`src/design/uniform_block_counter_defines.svh`:
```
// assertion macros used by the uniform block counter
`ifndef UNIFORM_BLOCK_COUNTER_DEFINES_SVH
`define UNIFORM_BLOCK_COUNTER_DEFINES_SVH

`ifndef SYNTHESIS
// a property checked on every clock edge outside reset
`define UBC_ASSERT(label, prop) \
  label: assert property (@(posedge clk) disable iff (!rst_n) (prop)) \
    else $error("ubc assertion failed");
// an implication checked on every clock edge outside reset
`define UBC_ASSERT_IMPL(label, ante, cons) \
  `UBC_ASSERT(label, (ante) |-> (cons))
// a next-cycle implication checked outside reset
`define UBC_ASSERT_NEXT(label, ante, cons) \
  `UBC_ASSERT(label, (ante) |=> (cons))
`else
`define UBC_ASSERT(label, prop)
`define UBC_ASSERT_IMPL(label, ante, cons)
`define UBC_ASSERT_NEXT(label, ante, cons)
`endif

`endif

```
`src/design/ubc_pkg.sv`:
```
// constants, types and helpers for the uniform block counter
package ubc_pkg;

  localparam int MAX_WIDTH  = 1024;
  localparam int MAX_HEIGHT = 1024;

  localparam int COL_W   = $clog2(MAX_WIDTH);
  localparam int ROW_W   = $clog2(MAX_HEIGHT);
  localparam int SIZE_W  = 11;
  localparam int COUNT_W = 20;
  localparam int CFG_IDX_W = 2;

  // line store entry: {two rows above, row above}
  localparam int LINE_W = 2;

  localparam logic [COUNT_W-1:0] COUNT_MAX = {COUNT_W{1'b1}};

  localparam logic [SIZE_W-1:0] SIZE_MIN       = SIZE_W'(2);
  localparam logic [SIZE_W-1:0] SIZE_MAX_COLS  = SIZE_W'(MAX_WIDTH);
  localparam logic [SIZE_W-1:0] SIZE_MAX_ROWS  = SIZE_W'(MAX_HEIGHT);
  localparam logic [SIZE_W-1:0] SIZE_RESET     = SIZE_W'(10);

  typedef enum logic [CFG_IDX_W-1:0] {
    REG_FRAME_WIDTH  = CFG_IDX_W'(0),
    REG_FRAME_HEIGHT = CFG_IDX_W'(1)
  } cfg_reg_t;

  typedef logic [COUNT_W-1:0] count_t;

  // the four window counts of one frame
  typedef struct packed {
    count_t zero_2x2;
    count_t one_2x2;
    count_t zero_3x3;
    count_t one_3x3;
  } counts_t;

  function automatic logic [SIZE_W-1:0] clamp_size(input logic [SIZE_W-1:0] v,
                                                   input logic [SIZE_W-1:0] top);
    logic [SIZE_W-1:0] res;
    begin
      if (v < SIZE_MIN) begin
        res = SIZE_MIN;
      end else if (v > top) begin
        res = top;
      end else begin
        res = v;
      end
      return res;
    end
  endfunction

  function automatic count_t bump(input count_t cnt);
    return (cnt == COUNT_MAX) ? cnt : cnt + COUNT_W'(1);
  endfunction

endpackage

```
`src/design/ubc_ifs.sv`:
```
// valid/ready channel interfaces for pixels, results and configuration
interface ubc_pix_if;
  logic valid;
  logic ready;
  logic pixel_bit;
  modport source(output valid, output pixel_bit, input ready);
  modport sink(input valid, input pixel_bit, output ready);
endinterface

interface ubc_res_if;
  logic                       valid;
  logic                       ready;
  logic [ubc_pkg::COUNT_W-1:0] zero_2x2_count;
  logic [ubc_pkg::COUNT_W-1:0] one_2x2_count;
  logic [ubc_pkg::COUNT_W-1:0] zero_3x3_count;
  logic [ubc_pkg::COUNT_W-1:0] one_3x3_count;
  modport source(output valid, output zero_2x2_count, output one_2x2_count,
                 output zero_3x3_count, output one_3x3_count, input ready);
  modport sink(input valid, input zero_2x2_count, input one_2x2_count,
               input zero_3x3_count, input one_3x3_count, output ready);
endinterface

interface ubc_cfg_if;
  logic                          valid;
  logic                          ready;
  logic [ubc_pkg::CFG_IDX_W-1:0] index;
  logic [ubc_pkg::SIZE_W-1:0]    data;
  modport source(output valid, output index, output data, input ready);
  modport sink(input valid, input index, input data, output ready);
endinterface

```
`src/design/ubc_ram.sv`:
```
// generic single-write, single-read ram with registered read data
module ubc_ram #(
  parameter int WIDTH = 1,
  parameter int DEPTH = 2
) (
  input  logic                     clk,
  input  logic                     we,
  input  logic [$clog2(DEPTH)-1:0] waddr,
  input  logic [WIDTH-1:0]         wdata,
  input  logic                     re,
  input  logic [$clog2(DEPTH)-1:0] raddr,
  output logic [WIDTH-1:0]         rdata
);

  logic [WIDTH-1:0] mem [DEPTH];
  logic [WIDTH-1:0] rdata_r;

  always_ff @(posedge clk) begin
    if (we) begin
      mem[waddr] <= wdata;
    end
    if (re) begin
      rdata_r <= mem[raddr];
    end
  end

  assign rdata = rdata_r;

endmodule

```
`src/design/uniform_block_counter.sv`:
```
// uniform block counter: counts all-zero and all-one 2x2 and 3x3 windows of a binary frame
//
// in_if takes one binary pixel per item in raster order; cfg_if writes frame_width
// (index 0) and frame_height (index 1), clamped to 2..1024; the user must write them only
// while the block is idle, which it does not enforce. After the last pixel of a frame
// out_if carries one item with the four window counts (saturating at 2^20-1), and the
// counters clear for the next frame. Only windows wholly inside the frame are counted.
//
// The two previous rows live in one 1024 x 2 line store ram. A pixel reads its
// column on acceptance and the updated column is written back when stage 1 fires, so
// one pixel is taken every cycle unless a held result stalls stage 1; consecutive
// pixels never share a column. A result is registered as the last pixel leaves stage 1.
// When the receiver stalls with a result still held, the block keeps taking
// pixels until the next frame's last pixel reaches the count stage, then holds
// in_if.ready low until the held result is taken.
// Reset clears positions, window and counts and sets both sizes to 10; the line
// store has no reset and needs none, as unwritten entries only reach uncounted windows.
module uniform_block_counter (
  input logic        clk,
  input logic        rst_n,
  ubc_pix_if.sink    in_if,
  ubc_res_if.source  out_if,
  ubc_cfg_if.sink    cfg_if
);

`include "uniform_block_counter_defines.svh"

  logic [ubc_pkg::SIZE_W-1:0] width_r, height_r;
  logic [ubc_pkg::SIZE_W-1:0] width_eff, height_eff;

  logic [ubc_pkg::COL_W-1:0] col_r, col_nxt;
  logic [ubc_pkg::ROW_W-1:0] row_r, row_nxt;
  logic                      last_col, last_row;

  logic                      s1_v_r, s1_v_nxt;
  logic [ubc_pkg::COL_W-1:0] s1_col_r;
  logic [ubc_pkg::ROW_W-1:0] s1_row_r;
  logic                      s1_pix_r;
  logic                      s1_end_r;
  logic                      s1_fire;

  logic                      accept;
  logic [ubc_pkg::LINE_W-1:0] line_q;
  logic [2:0]                slice;
  logic [2:0]                prev, prev2;
  logic [5:0]                win_r;
  logic [3:0]                cells_small;
  logic [8:0]                cells_large;
  logic                      small_in, large_in;

  ubc_pkg::counts_t cnt_r, cnt_bumped, cnt_nxt;
  ubc_pkg::counts_t out_r;
  logic             out_valid_r, out_valid_nxt;

  // configuration
  assign cfg_if.ready = 1'b1;

  always_ff @(posedge clk) begin
    if (!rst_n) begin
      width_r  <= ubc_pkg::SIZE_RESET;
      height_r <= ubc_pkg::SIZE_RESET;
    end else if (cfg_if.valid) begin
      case (ubc_pkg::cfg_reg_t'(cfg_if.index))
        ubc_pkg::REG_FRAME_WIDTH:  width_r  <= cfg_if.data;
        ubc_pkg::REG_FRAME_HEIGHT: height_r <= cfg_if.data;
        default: ;
      endcase
    end
  end

  assign width_eff  = ubc_pkg::clamp_size(width_r, ubc_pkg::SIZE_MAX_COLS);
  assign height_eff = ubc_pkg::clamp_size(height_r, ubc_pkg::SIZE_MAX_ROWS);

  // stage 0: position tracking and line store read
  assign s1_fire = s1_v_r && !(s1_end_r && out_valid_r && !out_if.ready);
  assign in_if.ready = !s1_v_r || s1_fire;
  assign accept = in_if.valid && in_if.ready;

  assign last_col = (ubc_pkg::SIZE_W'(col_r) + ubc_pkg::SIZE_W'(1)) >= width_eff;
  assign last_row = (ubc_pkg::SIZE_W'(row_r) + ubc_pkg::SIZE_W'(1)) >= height_eff;

  always_comb begin
    col_nxt = col_r;
    row_nxt = row_r;
    if (accept) begin
      if (!last_col) begin
        col_nxt = col_r + ubc_pkg::COL_W'(1);
      end else begin
        col_nxt = '0;
        row_nxt = last_row ? '0 : row_r + ubc_pkg::ROW_W'(1);
      end
    end
  end

  assign s1_v_nxt = accept ? 1'b1 : (s1_fire ? 1'b0 : s1_v_r);

  always_ff @(posedge clk) begin
    if (!rst_n) begin
      col_r  <= '0;
      row_r  <= '0;
      s1_v_r <= 1'b0;
    end else begin
      col_r  <= col_nxt;
      row_r  <= row_nxt;
      s1_v_r <= s1_v_nxt;
    end
  end

  always_ff @(posedge clk) begin
    if (accept) begin
      s1_col_r <= col_r;
      s1_row_r <= row_r;
      s1_pix_r <= in_if.pixel_bit;
      s1_end_r <= last_col && last_row;
    end
  end

  // line store: bit 1 two rows above, bit 0 row above
  ubc_ram #(
    .WIDTH(ubc_pkg::LINE_W),
    .DEPTH(ubc_pkg::MAX_WIDTH)
  ) u_line_store (
    .clk   (clk),
    .we    (s1_fire),
    .waddr (s1_col_r),
    .wdata ({line_q[0], s1_pix_r}),
    .re    (accept),
    .raddr (col_r),
    .rdata (line_q)
  );

  // stage 1: window test and counting
  assign slice = {line_q, s1_pix_r};
  assign prev  = win_r[2:0];
  assign prev2 = win_r[5:3];

  assign cells_small = {prev[1:0], slice[1:0]};
  assign cells_large = {prev2, prev, slice};
  assign small_in    = (s1_row_r != '0) && (s1_col_r != '0);
  assign large_in    = (s1_row_r > ubc_pkg::ROW_W'(1)) && (s1_col_r > ubc_pkg::COL_W'(1));

  always_comb begin
    cnt_bumped = cnt_r;
    if (small_in && (cells_small == '0)) begin
      cnt_bumped.zero_2x2 = ubc_pkg::bump(cnt_r.zero_2x2);
    end
    if (small_in && (cells_small == '1)) begin
      cnt_bumped.one_2x2 = ubc_pkg::bump(cnt_r.one_2x2);
    end
    if (large_in && (cells_large == '0)) begin
      cnt_bumped.zero_3x3 = ubc_pkg::bump(cnt_r.zero_3x3);
    end
    if (large_in && (cells_large == '1)) begin
      cnt_bumped.one_3x3 = ubc_pkg::bump(cnt_r.one_3x3);
    end
    cnt_nxt = s1_end_r ? '0 : cnt_bumped;
  end

  assign out_valid_nxt = (s1_fire && s1_end_r) ? 1'b1 :
                         (out_if.ready ? 1'b0 : out_valid_r);

  always_ff @(posedge clk) begin
    if (!rst_n) begin
      win_r       <= '0;
      cnt_r       <= '0;
      out_valid_r <= 1'b0;
    end else begin
      out_valid_r <= out_valid_nxt;
      if (s1_fire) begin
        win_r <= {prev, slice};
        cnt_r <= cnt_nxt;
      end
    end
  end

  always_ff @(posedge clk) begin
    if (s1_fire && s1_end_r) begin
      out_r <= cnt_bumped;
    end
  end

  assign out_if.valid          = out_valid_r;
  assign out_if.zero_2x2_count = out_r.zero_2x2;
  assign out_if.one_2x2_count  = out_r.one_2x2;
  assign out_if.zero_3x3_count = out_r.zero_3x3;
  assign out_if.one_3x3_count  = out_r.one_3x3;

  // checks
  `UBC_ASSERT_IMPL(a_no_same_col_rw, accept && s1_fire, col_r != s1_col_r)
  `UBC_ASSERT_IMPL(a_stall_only_on_held_result, s1_v_r && !s1_fire, out_valid_r && s1_end_r)
  `UBC_ASSERT_NEXT(a_counts_clear_after_frame, s1_fire && s1_end_r, cnt_r == '0)
  `UBC_ASSERT_IMPL(a_result_from_frame_end, $rose(out_valid_r), $past(s1_fire && s1_end_r))

endmodule
```
`src/flat_wrapper.sv`:
```
// flat-port wrapper written by rule: the top's interface ports become plain ports
module uniform_block_counter_flat 
  (clk, rst_n, in_if_valid, in_if_pixel_bit, in_if_ready, out_if_valid, out_if_zero_2x2_count, out_if_one_2x2_count, out_if_zero_3x3_count, out_if_one_3x3_count, out_if_ready, cfg_if_valid, cfg_if_index, cfg_if_data, cfg_if_ready);
  ubc_pix_if in_if_i ();
  ubc_res_if out_if_i ();
  ubc_cfg_if cfg_if_i ();
  input logic clk;
  input logic rst_n;
  input wire logic [$bits(in_if_i.valid)-1:0] in_if_valid;
  input wire logic [$bits(in_if_i.pixel_bit)-1:0] in_if_pixel_bit;
  output wire logic [$bits(in_if_i.ready)-1:0] in_if_ready;
  output wire logic [$bits(out_if_i.valid)-1:0] out_if_valid;
  output wire logic [$bits(out_if_i.zero_2x2_count)-1:0] out_if_zero_2x2_count;
  output wire logic [$bits(out_if_i.one_2x2_count)-1:0] out_if_one_2x2_count;
  output wire logic [$bits(out_if_i.zero_3x3_count)-1:0] out_if_zero_3x3_count;
  output wire logic [$bits(out_if_i.one_3x3_count)-1:0] out_if_one_3x3_count;
  input wire logic [$bits(out_if_i.ready)-1:0] out_if_ready;
  input wire logic [$bits(cfg_if_i.valid)-1:0] cfg_if_valid;
  input wire logic [$bits(cfg_if_i.index)-1:0] cfg_if_index;
  input wire logic [$bits(cfg_if_i.data)-1:0] cfg_if_data;
  output wire logic [$bits(cfg_if_i.ready)-1:0] cfg_if_ready;
  assign in_if_i.valid = in_if_valid;
  assign in_if_i.pixel_bit = in_if_pixel_bit;
  assign in_if_ready = in_if_i.ready;
  assign out_if_valid = out_if_i.valid;
  assign out_if_zero_2x2_count = out_if_i.zero_2x2_count;
  assign out_if_one_2x2_count = out_if_i.one_2x2_count;
  assign out_if_zero_3x3_count = out_if_i.zero_3x3_count;
  assign out_if_one_3x3_count = out_if_i.one_3x3_count;
  assign out_if_i.ready = out_if_ready;
  assign cfg_if_i.valid = cfg_if_valid;
  assign cfg_if_i.index = cfg_if_index;
  assign cfg_if_i.data = cfg_if_data;
  assign cfg_if_ready = cfg_if_i.ready;
  uniform_block_counter u_core (.clk(clk), .rst_n(rst_n), .in_if(in_if_i), .out_if(out_if_i), .cfg_if(cfg_if_i));
endmodule
```
`config.mk`:
```
export PLATFORM = sky130hd
export DESIGN_NAME = uniform_block_counter_flat
export DESIGN_NICKNAME = d
export VERILOG_FILES = /design/src/design/ubc_pkg.sv /design/src/design/ubc_ifs.sv /design/src/design/ubc_ram.sv /design/src/design/uniform_block_counter.sv /design/src/flat_wrapper.sv
export VERILOG_INCLUDE_DIRS = /design/src /design/src/design
export SDC_FILE = /design/constraint.sdc
export NUM_CORES = 2
export LEC_CHECK = 0
export BUFFER_PORTS_ARGS = -buffer_cell sky130_fd_sc_hd__buf_2
export CORE_MARGIN = 5
export CORE_UTILIZATION = 55
export DETAILED_ROUTE_END_ITERATION = 10
export GPL_TIMING_DRIVEN = 1
export MAX_ROUTING_LAYER = met4
export PLACE_DENSITY = 0.75
export RECOVER_POWER = 50
export SLEW_MARGIN = 20
export SYNTH_ARGS = -nofsm -noshare
export SYNTH_HDL_FRONTEND = slang
export SYNTH_SLANG_ARGS = --single-unit
```
`constraint.sdc`:
```
create_clock -name clk -period 14.15 [get_ports clk]
set_input_delay 0.7075 -clock clk [delete_from_list [all_inputs] [get_ports clk]]
set_output_delay 0.7075 -clock clk [all_outputs]
set_load 0.005 [all_outputs]
```
==> key figures <==
Placed design
  • Placed Instances: 7859
  • PortBufs: 100
  • Estimated wirelength of the detail-placed design: 134 mm
  • GPL Wtd Cong: 0.873
  • DP Area: 96500 sq um

Hold path
  • Min-Delay Path Class: in -> reg
  • Hold worst-path end: u_core.s1_pix_r
  • Hold wc startpoint: in_if_pixel_bit
  • Hold Path Cell Cnt: 1

Logic synthesis
  • Post-synth EDFFs: 2152
  • Yosys warns: 0
  • Synth cell types: 76
  • Post-synth design cell area: 94000 sq um
  • Synth cell count leaders: edfxtp_1, nor2_1, mux4_2
  • Sequential share of the synthesized area: 71.5%
  • Syn nets: 5916
  • Dominant cell type by area after synthesis: edfxtp_1
  • Top FF cell, synth: edfxtp_1
  • Synth top area cells: edfxtp_1, mux4_2, nor2_1
  • Most common cell in the netlist: edfxtp_1
  • FF+latch count, synth: 2282
  • Syn avg cell area: 16.0 sq um
  • Share of Yosys cell area claimed by the top area cell type: 68.7%
  • Post-synth ARST share: 0%
  • Synth Instances: 5869

Power and ir drop
  • Comb pwr share: 4.7%
  • Leakage: 30.8 nW
  • Flop pwr share: 54.5%
  • Clk pwr share: 40.8%
  • Net Switching: 2.91 mW
  • Sw Ratio: 21.3%
  • Internal power: 10.7 mW
  • Max VDD drop: 115 uV
  • PwrDens: 132 nW/um^2

Floorplan
  • Die Span X: 423 um
  • Placeable core region: 170000 sq um
  • Row count: 151
  • Initial Util: 55.4%
  • Die Ht: 423 um
  • Die area: 179000 sq um
  • IO Pins: 102

Critical path
  • CP Capture Type: flop
  • R2R depth: 4
  • CP Max Fanout: 104
  • WP data arrival: 9790 ps
  • Startpoint Class: flop
  • Req. time, crit path: 14640 ps
  • Reg2reg setup slack: 4850 ps
  • R2r endpoint: u_core.u_line_store.mem[281][1]
  • Critical setup path kind: reg -> reg
  • R2r startpoint: u_core.u_line_store.rdata[0]

Layout
  • Final Non-Filler Cells: 8275
  • Layout cells sized above 1: 15.6%
  • Layout area overhead: 9.65%
  • Fin area: 103000 sq um
  • # nets final: 5907

Clock network
  • CTS buffer count: 214
  • Worst-Skew Late Latency: 870 ps
  • H-tree depth: 4
  • Post-CTS sizing: 0
  • CTS tree: built
  • Hold-fix buffers at CTS: 0
  • Setup Fix Bufs, Post-CTS: 0
  • CTS Buffer Depth: 3
  • Clk sinks: 2282
  • Root buf cell: clkbuf_16
  • Worst-path clk slew: 60 ps

STA
  • Tcrit/Tclk final: 65.7%
  • Slew HR: -192%
  • Clock Skews: 57.3 ps
  • Final setup fails: 0
  • Least-Margin Pin Slew: 4380 ps
  • Max Clk Rate: 108 MHz
  • Final Hold Vio Count: 0
  • RSZ-0062 raised after global routing: no
  • Post-route minimum period: 9300 ps
  • Final Max Slew Viols: 1461

GRT
  • Largest net degree at the start of global routing: 287
  • Number of global-route vias before repair: 53800
  • All-Layer GR Usage: 27.2%
  • Initial antenna violation count: 8
  • First-pass GRT wire length: 352 mm
  • Grt ovf: 0

Route
  • Post-Route WL: 239 mm
  • DR WL/cell: 28.8 um
  • DRC: 0
  • DRT iter0 DRCs: 8352
  • Vias: 54600
  • Antenna viol nets, final: 0
  • Vias/cell: 6.59
  • Drt pass-1 iters: 6

Outcome
  • Failing checks: capacitance limit, slew limit
  • Outcome: finished, violations left

Run
  • Number of max-cap violations: 32
==> flip-flops by register name, indices dropped and copies added, names as in the netlist <==
signal and flops:
u_core.u_line_store.rdata 2, u_core.out_if.zero_2x2_count 20, u_core.out_if.one_2x2_count 20, u_core.win_r 6, u_core.height_r 11, u_core.s1_v_r 1
u_core.s1_row_r 10, u_core.width_r 11, u_core.cnt_r 80, u_core.s1_end_r 1, u_core.row_r 10, u_core.out_if.valid 1
u_core.s1_pix_r 1, u_core.s1_col_r 10, u_core.u_line_store.mem 2048, u_core.out_if.one_3x3_count 20, u_core.col_r 10, u_core.out_if.zero_3x3_count 20
==> how the worst max path moves through the flow <==
stage	from	end	slack, ps	depth (start not counted)
finish	u_core.u_line_store.rdata[0]	u_core.u_line_store.mem[281][1]	4850	4
global route	u_core.u_line_store.rdata[0]	u_core.u_line_store.mem[281][1]	4150	4
CTS	u_core.col_r[0]	u_core.u_line_store.rdata[1]	8380	9
detailed placement	u_core.col_r[0]	u_core.u_line_store.rdata[1]	8410	9
global placement	u_core.col_r[0]	u_core.u_line_store.rdata[0]	8480	11
floorplan	u_core.s1_pix_r	u_core.cnt_r[15]	-900	9
==> worst max-delay path, cell delays in order (launching register included) <==
cell and delay [ps]:
edfxtp_1 380, clkbuf_1 2890, clkbuf_1 1230, clkbuf_1 3110
buf_4 1110
==> area by class of cell <==
| type | count | area (sq um) |
|---|---|---|
| multi-input cells | 3112 | 24900 |
| diodes | 8 | 20.0 |
| flip-flops and latches | 2282 | 67200 |
| well taps | 2218 | 2780 |
| repair buffers | 225 | 1330 |
| inverters | 25 | 93.8 |
| clock buffers | 278 | 5760 |
| clock inverters | 127 | 1020 |
| fillers | 12000 | 66600 |
==> placed cells by master, fill, tap and decap left out, drive strengths merged, types with 11 or more instances in the layout <==
cell      netlist  layout
a211oi         46      46
a21o           11      11
a21oi         104     104
a22o           39      39
a22oi         150     150
a31oi          35      35
and2           21      21
and3           39      39
buf           152     130
clkbuf        298     373
clkinv          3     103
clkinvlp        0      11
dfxtp         130     130
edfxtp       2152    2152
ha             28      28
inv            22      28
mux2i         192     192
mux4          437     437
nand2         271     271
nand2b         26      26
nand3         102     102
nand4          31      31
nor2         1128    1128
nor2b          21      21
nor3           52      52
nor4           22      22
o2111ai        12      12
o211ai         20      20
o21ai          54      54
o22ai          52      52
or3            18      18
xnor2          57      57
xor2           25      25
==> per-layer routing <==
layer  vias up  part of all wire (%)  global-route usage, %
li1      22700                     -                      -
met1     27800                    37                   37.0
met2      3607                    47                   41.3
met3       519                    12                   5.53
met4         0                   4.0                   9.94
met5         -                     0                      -
==> power by group through the flow <==
stage,combinational (mW),sequential [mW],clock [mW]
after global routing,0.680,7.44,5.92
after global placement,0.622,7.58,0
after CTS,0.636,7.43,5.61
after detailed placement,0.634,7.58,0
after floorplan,0.424,7.73,0
final,0.638,7.44,5.56
==> logic make-up after synthesis <==
| group | count (synthesis) | share of synthesized area [%] |
|---|---|---|
| AOI/OAI and AO/OA | 591 | 4.36 |
| and+or+nand+nor | 1776 | 7.98 |
| DFF | 2282 | 71.5 |
| muxes | 634 | 12.6 |
| buffers and inverters | 475 | 2.42 |
| xor gates and xnor gates | 82 | 0.764 |
| other | 1 | 0.00399 |
| adders and majority gates | 28 | 0.373 |
==> per-stage QoR <==
stage | hold WS, ps | util [%] | setup TNS, ps | setup slack (ps) | total power [mW]
floorplan | 403 | - | -1246260 | -904 | 8.16
global placement | 422 | 56.9 | 0 | 8480 | 8.20
detailed placement | 421 | 56.9 | 0 | 8410 | 8.21
CTS | 3.97 | 60.9 | 0 | 8380 | 13.7
global route | 48.8 | 60.8 | 0 | 4150 | 14.0
finish | 101 | 60.8 | 0 | 4850 | 13.6
(Power assumes the default switching activity.)
